<file path="src/rtl/core/bcet_pkg.sv">
// Shared types and constants for the box collision event tracker.
// Holds the transaction structs, action and event codes, and the sequencer state type.
// No dependencies.
package bcet_pkg;

	localparam int COORD_BITS   = 16;
	localparam int SIZE_BITS    = 15;
	localparam int TAG_BITS     = 8;
	localparam int ID_BITS      = 6;
	localparam int NUM_ENTITIES = 64;
	// corner plus size needs one more bit to stay exact; two are kept
	localparam int EXT_BITS     = COORD_BITS + 2;

	localparam logic [1:0] ACT_WRITE = 2'd0;
	localparam logic [1:0] ACT_CHECK = 2'd1;
	localparam logic [1:0] ACT_RESET = 2'd2;

	localparam logic [1:0] EV_NONE  = 2'd0;
	localparam logic [1:0] EV_ENTER = 2'd1;
	localparam logic [1:0] EV_STAY  = 2'd2;
	localparam logic [1:0] EV_EXIT  = 2'd3;

	typedef struct packed {
		logic [1:0]                   action;
		logic [ID_BITS-1:0]           entity_id;
		logic [ID_BITS-1:0]           other_id;
		logic signed [COORD_BITS-1:0] pos_x;
		logic signed [COORD_BITS-1:0] pos_y;
		logic signed [COORD_BITS-1:0] off_x;
		logic signed [COORD_BITS-1:0] off_y;
		logic [SIZE_BITS-1:0]         box_width;
		logic [SIZE_BITS-1:0]         box_height;
		logic [TAG_BITS-1:0]          tag_code;
	} in_item_t;

	typedef struct packed {
		logic [1:0]                   event_kind;
		logic [ID_BITS-1:0]           pair_first;
		logic [ID_BITS-1:0]           pair_second;
		logic signed [COORD_BITS-1:0] overlap_x;
		logic signed [COORD_BITS-1:0] overlap_y;
		logic [SIZE_BITS-1:0]         overlap_w;
		logic [SIZE_BITS-1:0]         overlap_h;
	} out_item_t;

	// classified command passed from front to back
	typedef struct packed {
		logic [1:0]                   action;
		logic [ID_BITS-1:0]           entity_id;
		logic [ID_BITS-1:0]           other_id;
		logic signed [COORD_BITS-1:0] corner_x;
		logic signed [COORD_BITS-1:0] corner_y;
		logic [SIZE_BITS-1:0]         box_width;
		logic [SIZE_BITS-1:0]         box_height;
		logic [TAG_BITS-1:0]          tag_code;
	} cmd_t;

	typedef struct packed {
		logic valid;
		cmd_t cmd;
	} cmd_chan_t;

	typedef enum logic {
		ST_FETCH,
		ST_EXEC
	} back_state_t;

endpackage

</file>
<file path="src/rtl/core/bcet_front.sv">
// Front end: accepts input transactions, forms the saturated box corner,
// and holds classified commands in a two-entry queue for the back end.
// Depends on bcet_pkg.
module bcet_front (
	input  logic                clk,
	input  logic                arst_n,
	input  logic                push,
	output logic                full,
	input  bcet_pkg::in_item_t  item,
	output bcet_pkg::cmd_chan_t cmd_chan,
	input  logic                cmd_pop
);

	bcet_pkg::cmd_t q_mem [2];
	logic           wr_ptr_q;
	logic           rd_ptr_q;
	logic [1:0]     count_q;
	logic           do_push;
	logic           do_pop;
	bcet_pkg::cmd_t cmd_in;

	function automatic logic signed [bcet_pkg::COORD_BITS-1:0] sat_add(
		input logic signed [bcet_pkg::COORD_BITS-1:0] a,
		input logic signed [bcet_pkg::COORD_BITS-1:0] b
	);
		logic signed [bcet_pkg::COORD_BITS:0]   sum;
		logic signed [bcet_pkg::COORD_BITS-1:0] res;
		sum = {a[bcet_pkg::COORD_BITS-1], a} + {b[bcet_pkg::COORD_BITS-1], b};
		if (sum[bcet_pkg::COORD_BITS] != sum[bcet_pkg::COORD_BITS-1]) begin
			// overflow: clamp toward the sign of the true sum
			res = {sum[bcet_pkg::COORD_BITS], {(bcet_pkg::COORD_BITS-1){~sum[bcet_pkg::COORD_BITS]}}};
		end else begin
			res = sum[bcet_pkg::COORD_BITS-1:0];
		end
		return res;
	endfunction

	always_comb begin
		cmd_in.action     = item.action;
		cmd_in.entity_id  = item.entity_id;
		cmd_in.other_id   = item.other_id;
		cmd_in.corner_x   = sat_add(item.pos_x, item.off_x);
		cmd_in.corner_y   = sat_add(item.pos_y, item.off_y);
		cmd_in.box_width  = item.box_width;
		cmd_in.box_height = item.box_height;
		cmd_in.tag_code   = item.tag_code;
	end

	assign full           = (count_q == 2'd2);
	assign do_push        = push && !full;
	assign do_pop         = cmd_pop && (count_q != 2'd0);
	assign cmd_chan.valid = (count_q != 2'd0);
	assign cmd_chan.cmd   = q_mem[rd_ptr_q];

	always_ff @(posedge clk) begin
		if (do_push) begin
			q_mem[wr_ptr_q] <= cmd_in;
		end
	end

	always_ff @(posedge clk or negedge arst_n) begin
		if (!arst_n) begin
			wr_ptr_q <= 1'b0;
			rd_ptr_q <= 1'b0;
			count_q  <= 2'd0;
		end else begin
			if (do_push) begin
				wr_ptr_q <= ~wr_ptr_q;
			end
			if (do_pop) begin
				rd_ptr_q <= ~rd_ptr_q;
			end
			unique case ({do_push, do_pop})
				2'b10:   count_q <= count_q + 2'd1;
				2'b01:   count_q <= count_q - 2'd1;
				default: count_q <= count_q;
			endcase
		end
	end

endmodule

</file>
<file path="config.mk">
export PLATFORM = sky130hd
export DESIGN_NAME = bcet_front
export DESIGN_NICKNAME = d
export VERILOG_FILES = /design/src/rtl/core/bcet_pkg.sv /design/src/rtl/core/bcet_front.sv
export SDC_FILE = /design/constraint.sdc
export NUM_CORES = 1
export LEC_CHECK = 0
export BUFFER_PORTS_ARGS = -buffer_cell sky130_fd_sc_hd__clkbuf_2
export CAP_MARGIN = 20
export CORE_UTILIZATION = 57
export CTS_CLUSTER_SIZE = 16
export DETAILED_ROUTE_END_ITERATION = 7
export PLACE_DENSITY_LB_ADDON = 0.25
export SETUP_SLACK_MARGIN = 0.15
export SYNTH_ARGS = -nofsm -noshare
export SYNTH_HDL_FRONTEND = slang
export SYNTH_SLANG_ARGS = --single-unit
export TNS_END_PERCENT = 50
</file>
<file path="constraint.sdc">
create_clock -name clk -period 9.14 [get_ports clk]
set_input_delay 1.371 -clock clk [delete_from_list [all_inputs] [get_ports clk]]
set_output_delay 1.371 -clock clk [all_outputs]
set_load 0.01 [all_outputs]
</file>
==> impl_summary.txt <==
----------------------------------------------------
[Yosys]
  Flops & latches, synth ... 172
  Fraction of synthesized cell area in xor and xnor cells ... 3.176%
  Share of synthesized area spent on multiplexers ... 11.95%
  Post-synthesis instance total ... 528
  Most area-hungry cell type in the Yosys netlist ... sky130_fd_sc_hd__edfxtp_1
  Top flip-flop cell by instance count after synthesis ... sky130_fd_sc_hd__edfxtp_1
  Dominant combinational cell family by area after synthesis ... multiplexers
  Number of synthesized flops with an enable pin ... 168
  Adder-cell share of the synthesized area ... 6.039%
  Async S/R FF share, synth ... 2.326%
  Number of warnings issued by yosys ... 0
  Synth Area in Compound Gates ... 8.417%
  Post-Synthesis Mean Instance Area ... 15.15 um^2
  Share of synthesized cell area in and, or, nand and nor gates ... 4.412%
  Synth area leaders ... sky130_fd_sc_hd__edfxtp_1, sky130_fd_sc_hd__mux2_2, sky130_fd_sc_hd__ha_1
  Post-synth top area share ... 63.08%
  Part of the Yosys area used for sequential elements ... 64.33%
  Synthesized netlist net count ... 683
  Post-synthesis instance area ... 0.007998 mm^2
  Distinct cell type count of the synthesized netlist ... 57

[Power]
  Combinational group share of total power ... 32.6%
  Static power due to leakage ... 3.847 nW
  Power density normalized to cell area ... 283.4 mW/mm^2
  Net switching power figure ... 857.7 uW
  Internal Dissipation ... 1.925 mW
  IR Drop Worst-Case VDD ... 200.4 uV
  Proportion of power drawn by the clock network ... 24.8%
  Portion of total power attributed to sequential cells ... 42.5%
  Switching share of total power ... 30.83%

[Final layout]
  Fraction of final layout cells sized beyond drive strength 1 ... 45.21%
  Number of diodes ... 0
  Final net count ... 894
  Commonest cells after routing, fill and taps aside ... sky130_fd_sc_hd__clkbuf_2, sky130_fd_sc_hd__edfxtp_1, sky130_fd_sc_hd__mux2_2, sky130_fd_sc_hd__ha_1, sky130_fd_sc_hd__o21ai_0
  Leading cell type in the layout, fill and taps excluded ... sky130_fd_sc_hd__clkbuf_2
  Final standard cell count with taps included and fillers excluded ... 928
  Area overhead of the layout relative to synthesis ... 22.78%
  Cell area after layout ... 0.009819 mm^2

[Clock network]
  Max clock buf depth ... 2
  Max H-tree Level ... 4
  Cts repair resizes ... 0
  Clock latency on the worst-skew pair ... 0.41 ns
  Post-CTS clock slew at the launch and capture registers of the worst setup and hold paths ... 0.06 ns
  Clock tree from TritonCTS ... done
  Number of post-CTS setup repair buffers ... 0
  Master cell of the clock root buffer ... sky130_fd_sc_hd__clkbuf_16
  Cts-stage hold buffer count ... 0
  Number of buffers created by CTS ... 17
  Number of clock sinks ... 172

[Hold path]
  Type of the worst min-delay path ... reg -> reg

[Routing]
  Vias per cell ... 5.486
  Wire length per cell after detailed routing ... 16.48 um
  DRC violations left ... 0
  Drt first pass iters ... 4
  Vias ... 5091
  DRC marker count from the first detailed-route iteration ... 300
  Aggregate routed wire length ... 15300 um
  Number of antenna-violating nets in the routed design ... 0

[Place]
  Final weighted congestion in routability-driven placement ... 0.8734
  Post-DP HPWL ... 10530 um
  Number of port buffers ... 205
  Dpl cell area ... 0.009190 mm^2
  # placed instances ... 894

[GRT]
  Residual overflow from global routing ... 0
  Global Route Usage Sum ... 21.58%
  Pin count of the biggest net entering global routing ... 86
  Number of global-route vias before repair ... 4949
  Antenna violations before repair ... 0
  Wire length of the first global-routing pass ... 23780 um

[Timing]
  Highest achievable clock rate ... 267.0 MHz
  Slew at the pin closest to its max-slew limit ... 0.9833 ns
  Post-route clock period utilization ... 40.97%
  Final-report setup violation count ... 0
  Endpoints failing hold ... 0
  Worst slew slack as a fraction of its limit ... 34.29%
  Worst clock skew ... 0.008182 ns
  Final critical delay including setup and external delays ... 3.745 ns
  Setup repair after global routing missed its margin ... false
  Final Max Tran Viols ... 0
  Fin Setup TNS ... 0 ns

[Critical path]
  Setup crit start kind ... primary input
  Signal arrival time at the worst endpoint ... 3.87 ns
  Critical path required time ... 9.27 ns
  Worst Path Max Fanout ... 14
  CP Class ... in -> reg
  Worst-case register-to-register setup slack ... 6.51 ns
  Setup crit end kind ... flop

[Die]
  Core outline area ... 0.01345 mm^2
  Count of standard-cell rows ... 42
  Die footprint ... 0.01451 mm^2
  Top-Level Pins ... 206
  Die Wd ... 120.5 um
  Initial Util ... 59.45%
  DIE HEIGHT ... 120.5 um

[Run status]
  Outcome ... completed

[Run]
  Number of violations of the max-capacitance limit ... 0

----------------------------------------------------
==> worst paths after layout <==
check,to,depth (start not counted),startpoint
max,q_mem[0][57],9,item[65]
min,count_q[1],1,count_q[1]
max reg2reg,q_mem[0][60],4,count_q[0]
min reg2reg,count_q[1],1,count_q[1]
max in group asynchronous,rd_ptr_q,1,arst_n
min in group asynchronous,rd_ptr_q,1,arst_n
==> power by group through the flow <==
stage               clock network, mW  registers (mW)  logic, mW
floorplan                           0            1.17      0.606
global placement                    0            1.23      0.829
detailed placement                  0            1.25      0.843
CTS                             0.705            1.23      0.850
global route                    0.732            1.20      0.984
finish                          0.691            1.18      0.908
==> cell type report <==
type / instances / area (um^2)
Clock buffer: 18 / 429.2
Clock inverter: 14 / 145.1
Fill cell: 898 / 3633
Inverter: 15 / 56.30
Multi-Input combinational cell: 325 / 2731
Sequential cell: 172 / 5149
Tap cell: 176 / 220.2
Timing Repair Buffer: 208 / 1089
==> cells in the mapped netlist (all sizes together) (3+ instances only) <==
master,n
a2111oi,3
a211oi,4
a21oi,29
a31oi,3
and2,3
and3,3
buf,7
clkbuf,9
dfrtp,4
edfxtp,168
ha,33
inv,15
maj3,3
mux2,84
nand2,26
nand3,5
nor2,14
nor2b,3
nor3,4
o211ai,3
o21ai,44
or3,3
xnor2,18
xor2,11
==> sequential cells by signal, summed over array words and instances, names as in the netlist <==
signal	count
count_q	2
q_mem	168
rd_ptr_q	1
wr_ptr_q	1
==> kinds of logic after synthesis <==
kind of cell	after synthesis
AND/OR/NAND/NOR	70
adder cells (fa/ha/maj)	38
XOR/XNOR	29
buffers and inverters	31
multiplexers	85
AO/OA/AOI/OAI	103
flip-flops	172
==> layer usage <==
layer | track usage (%) | wire length (um)
met1 | 27.74 | 6488
met2 | 36.03 | 7634
met3 | 3.868 | 862
met4 | 9.491 | 310
met5 | 0 | 0
==> worst max-delay path, stage by stage <==
cell and delay (ns):
sky130_fd_sc_hd__clkbuf_2 0.08, sky130_fd_sc_hd__ha_1 0.35, sky130_fd_sc_hd__a21oi_1 0.32, sky130_fd_sc_hd__o21a_1 0.17, sky130_fd_sc_hd__o21ai_0 0.08, sky130_fd_sc_hd__a2111oi_0 0.42, sky130_fd_sc_hd__a22oi_1 0.23, sky130_fd_sc_hd__nor2_2 0.60
sky130_fd_sc_hd__o21ai_0 0.23
==> through the flow <==
stage                     setup slack [ns]  power, mW  hold slack (ns)  utilization, %
final                                5.395      2.782           0.4924           72.99
after global routing                 5.126      2.915           0.5285           72.99
after CTS                            5.451      2.789           0.4950           72.58
after detailed placement             5.017      2.090           0.4819           68.31
after global placement               5.057      2.063           0.4710           68.31
after floorplan                      3.646      1.781           0.4566               -
Note: power is estimated with default switching activity, not from simulation.
